$ cat src/sv/pba_pkg.sv
// Shared types and constants for the page bitmap allocator.
package pba_pkg;

   localparam int REQ_W           = 17;
   localparam int IDX_W           = 6;
   localparam int MAP_DEPTH       = 64;
   localparam int CNT_W           = 7;
   localparam int FREE_W          = 17;
   localparam logic [FREE_W-1:0] FREE_MAX = {FREE_W{1'b1}};

   localparam int DEF_PAGE_BYTES  = 1024;
   localparam int DEF_TOTAL_BYTES = 65536;

   typedef enum logic [1:0] {
      ST_IDLE,
      ST_DIVIDE,
      ST_SETTLE,
      ST_EMIT
   } state_type;

   typedef struct packed {
      logic load;
      logic div_step;
      logic settle;
      logic emit;
   } cmd_type;

   typedef struct packed {
      logic last;
   } status_type;

endpackage

$ cat src/sv/page_bitmap_allocator_unit.sv
// Top level of the bitmap first-fit page allocator.
//
// Usage: raise start with a byte count on req_request_bytes; the item is taken
// at a clock edge where start is high and busy is low. The wanted page count
// is the byte count divided by PAGE_BYTES, rounded down. Free pages are taken
// lowest index first; each one comes out as one result on the rsp_ ports,
// marked by rsp_strobe for exactly one cycle. The final result of an item has
// rsp_last_of_run set. A zero-page item, or one that finds no free page, gives
// a single result with rsp_page_valid low. rsp_short_flag is set on every
// result of an item that wanted more pages than were free; rsp_free_bytes
// holds the free bytes left once the whole item is done (saturating).
// Sequence: the page count comes from a constant reciprocal multiply in the
// divide state, then a settle state, then one result per cycle from a
// priority encoder over the page map, registered out of the emit state.
// busy stays high through divide, settle and emit, so no new item is taken
// until the final result is issued. busy drops with the last result in
// flight; a new item may be taken at the edge that ends its final strobe.
// Reset frees every page of the pool. The receiver cannot stall the block.
module page_bitmap_allocator_unit #(
   parameter int PAGE_BYTES  = pba_pkg::DEF_PAGE_BYTES,
   parameter int TOTAL_BYTES = pba_pkg::DEF_TOTAL_BYTES
) (
   input  logic                        clock,
   input  logic                        reset,
   input  logic                        start,
   output logic                        busy,
   input  logic [pba_pkg::REQ_W-1:0]   req_request_bytes,
   output logic                        rsp_strobe,
   output logic [pba_pkg::IDX_W-1:0]   rsp_page_index,
   output logic                        rsp_page_valid,
   output logic                        rsp_last_of_run,
   output logic                        rsp_short_flag,
   output logic [pba_pkg::FREE_W-1:0]  rsp_free_bytes
);

   pba_pkg::cmd_type    cmd;
   pba_pkg::status_type status;

   // sequencer: idle -> divide -> settle -> emit
   pba_ctrl u_ctrl (
      .clock  (clock),
      .reset  (reset),
      .start  (start),
      .status (status),
      .cmd    (cmd),
      .busy   (busy)
   );

   // page map, free counter, page count divide and result registers
   pba_dp #(
      .PAGE_BYTES  (PAGE_BYTES),
      .TOTAL_BYTES (TOTAL_BYTES)
   ) u_dp (
      .clock      (clock),
      .reset      (reset),
      .cmd        (cmd),
      .req_bytes  (req_request_bytes),
      .status     (status),
      .rsp_strobe (rsp_strobe),
      .rsp_index  (rsp_page_index),
      .rsp_valid  (rsp_page_valid),
      .rsp_last   (rsp_last_of_run),
      .rsp_short  (rsp_short_flag),
      .rsp_free   (rsp_free_bytes)
   );

endmodule

$ cat src/sv/pba_ctrl.sv
// Sequencer for the page bitmap allocator: divide, settle, then emit pages.
module pba_ctrl (
   input  logic                clock,
   input  logic                reset,
   input  logic                start,
   input  pba_pkg::status_type status,
   output pba_pkg::cmd_type    cmd,
   output logic                busy
);

   pba_pkg::state_type state_ff;
   pba_pkg::state_type state_in;

   always_ff @(posedge clock) begin
      if (reset) begin
         state_ff <= pba_pkg::ST_IDLE;
      end else begin
         state_ff <= state_in;
      end
   end

   always_comb begin
      state_in = state_ff;
      cmd      = '0;
      case (state_ff)
         pba_pkg::ST_IDLE: begin
            if (start) begin
               cmd.load = 1'b1;
               state_in = pba_pkg::ST_DIVIDE;
            end
         end
         pba_pkg::ST_DIVIDE: begin
            cmd.div_step = 1'b1;
            state_in     = pba_pkg::ST_SETTLE;
         end
         pba_pkg::ST_SETTLE: begin
            cmd.settle = 1'b1;
            state_in   = pba_pkg::ST_EMIT;
         end
         pba_pkg::ST_EMIT: begin
            cmd.emit = 1'b1;
            if (status.last) begin
               state_in = pba_pkg::ST_IDLE;
            end
         end
         default: begin
            state_in = pba_pkg::ST_IDLE;
         end
      endcase
   end

   assign busy = (state_ff != pba_pkg::ST_IDLE);

endmodule

$ cat src/sv/pba_dp.sv
// Datapath: page count divide, used-page map, free counter, result registers.
module pba_dp #(
   parameter int PAGE_BYTES  = pba_pkg::DEF_PAGE_BYTES,
   parameter int TOTAL_BYTES = pba_pkg::DEF_TOTAL_BYTES
) (
   input  logic                             clock,
   input  logic                             reset,
   input  pba_pkg::cmd_type                 cmd,
   input  logic [pba_pkg::REQ_W-1:0]        req_bytes,
   output pba_pkg::status_type              status,
   output logic                             rsp_strobe,
   output logic [pba_pkg::IDX_W-1:0]        rsp_index,
   output logic                             rsp_valid,
   output logic                             rsp_last,
   output logic                             rsp_short,
   output logic [pba_pkg::FREE_W-1:0]       rsp_free
);

   localparam int RAW_PAGES  = TOTAL_BYTES / PAGE_BYTES;
   localparam int POOL_PAGES = (RAW_PAGES > pba_pkg::MAP_DEPTH) ? pba_pkg::MAP_DEPTH
                                                               : RAW_PAGES;
   localparam int PW  = $clog2(PAGE_BYTES + 1);
   localparam int PRW = pba_pkg::CNT_W + PW;
   localparam int CW  = (PRW > pba_pkg::REQ_W) ? PRW : pba_pkg::REQ_W;
   localparam logic [PW-1:0] PAGE_K = PW'(PAGE_BYTES);

   // reciprocal gives an exact floor divide of any REQ_W-bit size
   localparam int     RSH     = pba_pkg::REQ_W + $clog2(PAGE_BYTES);
   localparam int     RW      = pba_pkg::REQ_W + 1;
   localparam int     QPW     = pba_pkg::REQ_W + RW;
   localparam longint RECIP_L = ((longint'(1) << RSH) + longint'(PAGE_BYTES - 1))
                                / longint'(PAGE_BYTES);
   localparam logic [RW-1:0] RECIP = RW'(RECIP_L);

   logic [pba_pkg::MAP_DEPTH-1:0] used_ff, used_in;
   logic [pba_pkg::CNT_W-1:0]     free_ff, free_in;
   logic [pba_pkg::REQ_W-1:0]     req_ff, req_in;
   logic [pba_pkg::CNT_W-1:0]     quot_ff, quot_in;
   logic [pba_pkg::CNT_W-1:0]     count_ff, count_in;
   logic                          short_ff, short_in;
   logic [pba_pkg::FREE_W-1:0]    fb_ff, fb_in;

   logic                          strobe_ff;
   logic [pba_pkg::IDX_W-1:0]     index_ff;
   logic                          valid_ff, last_ff, rshort_ff;
   logic [pba_pkg::FREE_W-1:0]    rfree_ff;

   logic [QPW-1:0]                quot_prod;
   logic [QPW-1:0]                quot_full;
   logic [pba_pkg::CNT_W-1:0]     got;
   logic [pba_pkg::CNT_W-1:0]     left;
   logic [PRW-1:0]                left_prod;
   logic [pba_pkg::IDX_W-1:0]     pick;
   logic                          have_page;

   // reset map: pages beyond the pool read as permanently used
   function automatic logic [pba_pkg::MAP_DEPTH-1:0] reset_map();
      logic [pba_pkg::MAP_DEPTH-1:0] m;
      for (int i = 0; i < pba_pkg::MAP_DEPTH; i++) begin
         m[i] = (i >= POOL_PAGES);
      end
      return m;
   endfunction

   // lowest free page
   always_comb begin
      pick = '0;
      for (int i = pba_pkg::MAP_DEPTH - 1; i >= 0; i--) begin
         if (!used_ff[i]) begin
            pick = pba_pkg::IDX_W'(i);
         end
      end
   end

   assign quot_prod  = QPW'(req_ff) * QPW'(RECIP);
   assign quot_full  = quot_prod >> RSH;
   assign got        = (quot_ff > free_ff) ? free_ff : quot_ff;
   assign left       = free_ff - got;
   assign left_prod  = PRW'(left) * PRW'(PAGE_K);
   assign have_page  = (count_ff != '0);

   always_comb begin
      used_in  = used_ff;
      free_in  = free_ff;
      req_in   = req_ff;
      quot_in  = quot_ff;
      count_in = count_ff;
      short_in = short_ff;
      fb_in    = fb_ff;
      if (cmd.load) begin
         req_in  = req_bytes;
         quot_in = '0;
      end
      if (cmd.div_step) begin
         // page count, capped at the counter width
         if (quot_full > QPW'({pba_pkg::CNT_W{1'b1}})) begin
            quot_in = '1;
         end else begin
            quot_in = pba_pkg::CNT_W'(quot_full);
         end
      end
      if (cmd.settle) begin
         count_in = got;
         short_in = (quot_ff > free_ff);
         free_in  = left;
         if (CW'(left_prod) > CW'(pba_pkg::FREE_MAX)) begin
            fb_in = pba_pkg::FREE_MAX;
         end else begin
            fb_in = pba_pkg::FREE_W'(left_prod);
         end
      end
      if (cmd.emit && have_page) begin
         used_in[pick] = 1'b1;
         count_in      = count_ff - 1'b1;
      end
   end

   always_ff @(posedge clock) begin
      if (reset) begin
         used_ff   <= reset_map();
         free_ff   <= pba_pkg::CNT_W'(POOL_PAGES);
         strobe_ff <= 1'b0;
      end else begin
         used_ff   <= used_in;
         free_ff   <= free_in;
         strobe_ff <= cmd.emit;
      end
   end

   always_ff @(posedge clock) begin
      req_ff   <= req_in;
      quot_ff  <= quot_in;
      count_ff <= count_in;
      short_ff <= short_in;
      fb_ff    <= fb_in;
      if (cmd.emit) begin
         index_ff  <= have_page ? pick : '0;
         valid_ff  <= have_page;
         last_ff   <= (count_ff <= pba_pkg::CNT_W'(1));
         rshort_ff <= short_ff;
         rfree_ff  <= fb_ff;
      end
   end

   assign status.last = (count_ff <= pba_pkg::CNT_W'(1));

   assign rsp_strobe = strobe_ff;
   assign rsp_index  = index_ff;
   assign rsp_valid  = valid_ff;
   assign rsp_last   = last_ff;
   assign rsp_short  = rshort_ff;
   assign rsp_free   = rfree_ff;

endmodule

$ cat config.mk
export PLATFORM = sky130hd
export DESIGN_NAME = page_bitmap_allocator_unit
export DESIGN_NICKNAME = d
export VERILOG_FILES = /design/src/sv/pba_pkg.sv /design/src/sv/page_bitmap_allocator_unit.sv /design/src/sv/pba_ctrl.sv /design/src/sv/pba_dp.sv
export SDC_FILE = /design/constraint.sdc
export NUM_CORES = 1
export LEC_CHECK = 0
export ABC_AREA = 1
export BUFFER_PORTS_ARGS = -buffer_cell sky130_fd_sc_hd__buf_2
export CAP_MARGIN = 20
export CORE_ASPECT_RATIO = 0.6
export CORE_MARGIN = 5
export CORE_UTILIZATION = 55
export DETAILED_ROUTE_END_ITERATION = 8
export PLACE_DENSITY = 0.8
export REMOVE_ABC_BUFFERS = 1
export SYNTH_ARGS = -nofsm -noshare
export SYNTH_HDL_FRONTEND = slang
export SYNTH_SLANG_ARGS = --single-unit
$ cat constraint.sdc
create_clock -name clock -period 8.04 [get_ports clock]
set_clock_uncertainty 0.05 [all_clocks]
set_input_delay 1.206 -clock clock [delete_from_list [all_inputs] [get_ports clock]]
set_output_delay 1.206 -clock clock [all_outputs]
set_load 0.01 [all_outputs]
# Word-level counts from Yosys, hierarchy flattened
# Cells that the tools add are included.
op_classes:
  n_addsub: 2
  order_cmp: 6
  n_eq_ne: 5
  muxes: 81
  n_bitwise: 1
  reduce_logical: 8
ops:
  columns: ["operator", "count"]
  rows:
  - ["2-to-1 mux 6 bit", 64]
  - ["bitwise OR 64 bit", 1]
  - ["2-to-1 mux 7 bit", 6]
  - ["> comparator 17 bit, second input constant", 1]
  - ["2-to-1 mux 10 bit", 1]
  - ["case mux 2 bit (4 select lines)", 1]
  - ["> comparator 7 bit", 1]
  - ["> comparator 7 bit, second input constant", 1]
  - ["<= comparator 7 x 1 -> 1 bit, second input constant", 1]
  - ["less-than comparator 6 x 7 -> 1 bit, second input constant", 1]
  - ["nonzero test 7 bit", 1]
  - ["subtractor 7 x 1 -> 7 bit, second input constant", 1]
  - ["subtractor 7 bit", 1]
  - ["demux 1 bit (select 6 bit)", 1]
  - ["greater-or-equal comparator 6 x 1 -> 1 bit, second input constant", 1]
  - ["2-to-1 mux 1 bit", 6]
  - ["nonzero test 2 bit", 3]
  - ["== test 2 bit, second input constant", 2]
  - ["2-to-1 mux 2 bit", 2]
  - ["inequality test 2 bit, second input constant", 2]
  - ["== test 2 x 1 -> 1 bit, second input constant", 1]
  - ["logical AND 1 bit", 2]
  - ["zero test 2 bit", 1]
  - ["AND reduction 2 bit", 1]
totals:
  regBits: 149
  inputBits: 20
  out_inout_bits: 28

# Depth between registers and ports, before layout
# Gate-level depths: netlist of run 1.
logic_depth:
  word_depth: 69
  ltp_mapped: 67

# Hierarchy
# A second synthesis of run 1 with hierarchy kept.
hier_totals:
  cells_unflattened: 734
  area_unflattened_um2: 5770.5
modules_own_cells:
  columns: ["mod", "n_inst", "cells_each", "area_each_um2", "seq_area_each_um2"]
  rows:
  - ["pba_dp", 1, 707, 5585.4, 2792.7]
  - ["pba_ctrl", 1, 27, 185.2, 40.0]

# Worst setup path before layout of run 1
# OpenSTA, ideal clock, no wires.
synth_timing:
  path_kind: "register to register"
  from: "register u_dp.used_ff[63] (netlist name)"
  to: "register u_dp.index_ff, in the netlist u_dp.rsp_index[0] (data pin)"
  setup_ns: 0.269
  arrival_time_ns: 3.373
  slack_ns: 4.348
  stages_incl_launch_ff: 67
  path_buffers: 1
  cell_sequence: "dfxtp_1 > inv_1 > nand2_1 > nand2_1 > nand2_1 > nand2_1 > nand2_1 > nand2_1 > nand2_1 > nand2_1 > nand2_1 > nand2_1 > nand2_1 > nand2_1 > nand2_1 > nand2_1 > nand2_1 > nand2_1 > [... 31 more ...] > nand2_1 > nand2_1 > nand2_1 > nand2_1 > nand2_1 > nand2_1 > nand2_1 > nand2_1 > nand2_1 > nand2_1 > nand2_1 > nand2_1 > nand2_1 > nand2_2 > nand2_8 > nand2_8 > buf_8 > nor2_1"
synth_between:
  elab_chain_len: 64
synth_lines:
  columns: ["element", "line", "rtl"]
  rows:
  - ["from (decl)", "pba_dp.sv:35", "logic [pba_pkg::MAP_DEPTH-1:0] used_ff, used_in;"]
  - ["from (signal assigned)", "pba_dp.sv:120", "used_ff <= reset_map();"]
  - ["from (signal assigned)", "pba_dp.sv:124", "used_ff <= used_in;"]
  - ["2-to-1 mux 6 bit (64 in series)", "pba_dp.sv:69", "if (!used_ff[i]) begin"]
  - ["to (signal assigned)", "pba_dp.sv:137", "index_ff <= have_page ? pick : '0;"]
  - ["to (decl)", "pba_dp.sv:44", "logic [pba_pkg::IDX_W-1:0] index_ff;"]
# Every way passes these cells.
# A chain may end at the register's enable or synchronous reset.

# Worst setup path after layout of run 1
layout_timing:
  from: "register u_dp.used_ff[63] (netlist name)"
  to: "register u_dp.used_ff[17] (netlist name)"
layout_between:
  elab_chain_len: 69
layout_lines:
  columns: ["element", "line", "rtl"]
  rows:
  - ["2-to-1 mux 6 bit (*) (64 in series)", "pba_dp.sv:69", null]
  - ["less-than comparator 6 x 7 -> 1 bit (not written as such) / greater-or-equal comparator 6 x 1 -> 1 bit (equally long branches)", "pba_dp.sv:113", "used_in[pick] = 1'b1;"]
  - ["logical AND 1 bit (not written as such)", "pba_dp.sv:113", null]
  - ["2-to-1 mux 1 bit (not written as such)", "pba_dp.sv:113", null]
  - ["demux 1 bit (select 6 bit) (*)", null, null]
  - ["bitwise OR 64 bit (no source line) (*)", null, null]
# Mark *: on every way between the ends. The rest lies on a longest branch, timed or not.

==> qor.csv, run 1 <==
metric,value,unit
cts-htree-levels,4,
die_width,142,µm
worst_pin_slew,897,ps
synthToLayoutAreaGrowth,13.7,%
fmax,0.222,GHz
core,10000,µm²
grt_pass1_vias,4517,
hp-class,reg2reg,
synth_edf_count,45,
crit_required,8340,ps
ctsHoldBuffers,0,
wl_per_cell,15.4,µm
register_area,2830,µm²
ant_nets,0,
pwr-share-comb,32.8,%
crit_fanout,8,
power_leakage,2.44,nW
rr_startpoint,u_dp.used_ff[63],
critPathLaunchType,flip-flop,
grt_setup_unrepaired,false,
final_cells,889,
cts_resized,0,
fin_tns_setup,0,ps
mostFrequentLayoutCell,nor2_1,
yosysTopAreaCell,dfxtp_1,
synth.area.top_cells,"dfxtp_1 (26%), edfxtp_1 (24%), nor2_1 (9.8%)",
start_util,57.2,%
cp_slowest_cell,nand4_2,
finish.utilization,65.0,%
hold_path.startpoint,u_dp.short_ff,
clockBufferDepth,2,
period_minus_slack,4510,ps
p_switching,0.000898,W
port_buffers,27,
ys_ff_latch,119,
power_frac_seq,35.4,%
synth_cell_types,32,
grt_max_degree,72,
p_per_area,380,nW/µm²
post-dp-hpwl,9120,µm
synth-warning-count,0,
hold-path-cell-count,0,
diodes,0,
place_inst,857,
ys_seq_area_share,49.5,%
clockPowerShare,31.7,%
mostFrequentLayoutCells,"nor2_1 (148), nand2_1 (142), inv_1 (91)",
cp_common_cell,nand2_1,
syn-cell-area,5730,µm²
path_clk_slew,60,ps
die-area,12600,µm²
final-hold-violation-count,0,
wirelength,13700,µm
maxCapViolCount,0,
finalSetupViolations,0,
holdWs,369,ps
rrSetupSlack,3530,ps
crit_type,reg2reg,
clkLatencyLatePin,420,ps
pin_count,48,
p_sw_share,36.3,%
grt_antenna_before_repair,0,
synth_ff_type,dfxtp_1,
cts_buffers,17,
fin_crit_sh,56.1,%
cp-end-kind,flip-flop,
drtIter0Drc,636,
rows,28,
final_nets,782,
gp_congestion,0.846,
multi_input_area,2400,µm²
grt_pass1_wl,22200,µm
r2r_cells,67,
status,"finished, final reports clean",
avgViaCountPerCell,5.47,
slew_headroom,40.2,%
post_cts_buffers,0,
fill_cells,785,
avgSynthCellArea,8.04,µm²
vias,4866,
finalMaxSlewViolations,0,
clockRootBuffer,clkbuf_16,
synthCells,712,
overflow,0,
drc_errors,0,
min_to,u_dp.rsp_short,
yosysTopAreaCellShare,25.9,%
cts_sinks,119,
max_stage_delay,330,ps
rr_endpoint,u_dp.used_ff[17],
cts_tree,built,
ir_drop,276,µV
synthArstFlopShare,0,%
drive_gt1_share,9.81,%
drt_pre_antenna_iters,6,
arrival,4810,ps
grtUsageTotal,22.8,%
die_h,89.1,µm
intPower,0.00158,W
==> Yosys cell counts (all sizes together), types with 2 or more instances <==
master and n:
nor3 3, xor2 8, nand3 11, edfxtp 45
dfxtp 74, buf 17, or2 2, a21oi 50
o211ai 6, nand4 39, ha 20, clkinv 2
nand2 145, inv 91, clkbuf 11, o21ai 27
xnor2 2, nor2 152
==> registers in the layout (all words and copies together), names as in the netlist, 2 cells and up <==
register,flops
u_ctrl.state_ff,2
u_dp.count_ff,7
u_dp.fb_ff,7
u_dp.free_ff,7
u_dp.quot_ff,7
u_dp.req_ff,7
u_dp.rsp_free,7
u_dp.rsp_index,6
u_dp.used_ff,64
==> through the flow <==
step,area [µm²],setup slack (ps),power (W)
after global placement,5900,3750,0.00160
after detailed placement,5900,3650,0.00166
after floorplan,5580,4360,0.00142
final,6510,3530,0.00247
after global routing,6510,2740,0.00261
after CTS,6510,3530,0.00246
==> cells by family after synthesis <==
| kind of cell | Yosys count | synth area share (%) |
|---|---|---|
| buf+inv | 121 | 9.31 |
| simple gates | 352 | 26.8 |
| fa+ha+maj | 21 | 4.72 |
| flops | 119 | 49.5 |
| compound gates | 88 | 8.13 |
| xor+xnor | 10 | 1.53 |
| other cells | 1 | 0.0655 |
==> power by group through the flow <==
| stage | Clock (W) | Sequential (W) | Combinational [W] |
|---|---|---|---|
| after floorplan | 0 | 0.000870 | 0.000553 |
| after global placement | 0 | 0.000878 | 0.000718 |
| after detailed placement | 0 | 0.000886 | 0.000776 |
| after CTS | 0.000789 | 0.000875 | 0.000796 |
| after global routing | 0.000824 | 0.000885 | 0.000906 |
| final | 0.000785 | 0.000877 | 0.000813 |
==> routing by layer <==
metal	wire length (µm)	share of wire (%)	up-vias	track usage [%]
li1	-	-	2340	-
met1	6040	44	2233	30.9
met2	6020	44	259	34.4
met3	1370	10	34	7.16
met4	241	1.8	0	9.15
met5	0	0	-	0
==> layout make-up <==
cell class | instances | area share (%)
flip-flops and latches | 119 | 43.5
clock inverters | 14 | 2.69
multi-input cells | 481 | 36.8
clock buffers | 18 | 6.74
repair buffers | 29 | 2.31
inverters | 93 | 5.36
well taps | 135 | 2.59
==> critical path: cells and delay by family, from the launching register on <==
kind	cells	cell delay, ps
simple gates	66	3970
buf+inv	1	70
flops	1	320
==> worst max path at each step <==
stage / cells after the start / from / to / slack [ps]
6_report: 67 / u_dp.used_ff[63] / u_dp.used_ff[17] / 3530
5_1_grt: 67 / u_dp.used_ff[63] / u_dp.used_ff[17] / 2740
4_1_cts: 67 / u_dp.used_ff[63] / u_dp.used_ff[17] / 3530
3_5_place_dp: 67 / u_dp.used_ff[63] / u_dp.used_ff[9] / 3650
3_3_place_gp: 67 / u_dp.used_ff[63] / u_dp.used_ff[1] / 3750
2_1_floorplan: 66 / u_dp.used_ff[63] / u_dp.used_ff[10] / 4360
Note: power is estimated with default switching activity, not from simulation.
==> run 2, diff against run 1 <==
- CORE_UTILIZATION: 55 -> 54
- PLACE_DENSITY: 0.8 -> 0.82
- clock period: 8.04 -> 3.9 ns (I/O delays scaled with it)
==> qor.csv, run 2 (synthesis gave the netlist of run 1 again) <==
metric,value,unit,change
grt_pass1_vias,4843,,+7.2%
cp-end-kind,flip-flop,,
drive_gt1_share,16.1,%,+6.3 points
fin_crit_sh,119,%,+63 points
cp_slowest_cell,dfxtp_2,,
hp-class,in2reg,,
clockRootBuffer,clkbuf_16,,
cts-htree-levels,4,,unchanged
ir_drop,543,µV,+97%
clockBufferDepth,2,,unchanged
grt_antenna_before_repair,0,,unchanged
power_leakage,2.64,nW,+8.0%
crit_required,4200,ps,-4140 ps
avgViaCountPerCell,5.57,,+1.8%
setup_slack,-755,ps,-4290 ps
crit_type,reg2reg,,
status,finished with violations,,
place_ws,-403,ps,-4050 ps
wl_per_cell,15.8,µm,+2.7%
path_delay_family,simple AND/OR/NAND/NOR gates,,
drc_errors,0,,unchanged
wirelength,14600,µm,+7.0%
final-hold-violation-count,0,,unchanged
arrival,4960,ps,+150 ps
final_nets,815,,+4.2%
ant_nets,0,,unchanged
start_util,54.8,%,-2.4 points
slew_headroom,27.8,%,-12 points
ctsHoldBuffers,0,,unchanged
top_register,u_dp.used_ff,,
grtUsageTotal,23.4,%,+0.63 points
die_width,143,µm,+0.85%
clkLatencyLatePin,420,ps,about the same
die-area,12800,µm²,+1.7%
worst_pin_slew,1080,ps,+186 ps
p_per_area,768,nW/µm²,+100%
mostFrequentLayoutCell,nand2_1,,
finalMaxSlewViolations,0,,unchanged
mostFrequentLayoutCells,"nand2_1 (141), nor2_1 (132), inv_1 (90)",,
max_stage_delay,320,ps,about the same
fmax,0.215,GHz,-3.2%
cts_buffers,17,,unchanged
path_buf_inv,7,,+6
drtIter0Drc,635,,-0.16%
cts_sinks,119,,unchanged
synthToLayoutAreaGrowth,20.6,%,
crit_fanout,7,,-1
pin_count,48,,unchanged
period_minus_slack,4660,ps,+147 ps
die_h,89.8,µm,+0.81%
port_buffers,27,,unchanged
place_inst,883,,+3.0%
drt_pre_antenna_iters,6,,unchanged
grt_setup_unrepaired,true,,
diodes,0,,unchanged
largest_reg_flops,64,,unchanged
grt_pass1_wl,23600,µm,+6.6%
maxCapViolCount,0,,unchanged
critPathLaunchType,flip-flop,,
grt_max_degree,38,,-47%
gp_congestion,0.904,,+6.8%
core,10500,µm²,+4.3%
path_clk_slew,50,ps,about the same
final_cells,926,,+4.2%
post-dp-hpwl,9550,µm,+4.8%
cp_common_cell,nor2_1,,
overflow,0,,unchanged
vias,5159,,+6.0%
rows,29,,+3.6%
violations,setup timing,,
finalSetupViolations,65,,+65
cts_tree,built,,
-- run 2: what timing repair did --
item | 4_1_cts | 5_1_grt
buffers inserted | 9 | 1
setup endpoints to repair | 64 | 65
cloned | 2 | 0
endpoints found under the hold margin | 0 | 0
pin swaps | 6 | 7
resized for setup | 14 | 13
-- run 2: area by class of cell --
cell class	count	area, µm²
fillers	760	3540
flip-flops and latches	119	2830
multi-input cells	483	2480
clock buffers	18	429
repair buffers	60	407
inverters	93	349
clock inverters	14	230
well taps	139	174
-- run 2: per-layer routing --
layer	vias up	GRT usage, %	routed length [µm]
met4	0	9.02	378
met5	-	0	0
li1	2419	-	-
met1	2366	32.0	6050
met3	51	6.84	1670
met2	323	35.2	6530
-- run 2: where the power goes --
part / total, W / switching [W] / internal [W]
Combinational: 0.00174 / 0.00116 / 0.000580
Clock: 0.00175 / 0.000563 / 0.00119
Sequential: 0.00181 / 0.000127 / 0.00168
Total: 0.00530 / 0.00185 / 0.00345
-- run 2: worst paths after layout --
path	start	slack, ps	endpoint	cells past startpoint
max reg2reg	u_dp.used_ff[63]	-760	u_dp.used_ff[27]	41
min	req_request_bytes[12]	290	u_dp.req_ff[12]	1
min reg2reg	u_dp.fb_ff[14]	370	u_dp.rsp_free[14]	0
max	u_dp.used_ff[63]	-760	u_dp.used_ff[27]	41
-- run 2: through the flow --
stage	power [W]	cell area, µm²	TNS, ps	util (%)	hold slack [ps]
after floorplan	0.00293	5580	0	-	350
after global placement	0.00334	6080	-16980	58.2	352
after detailed placement	0.00346	6080	-20460	58.2	358
after CTS	0.00525	6870	-32330	65.8	280
after global routing	0.00557	6910	-76600	66.1	273
final	0.00530	6910	-39980	66.1	288
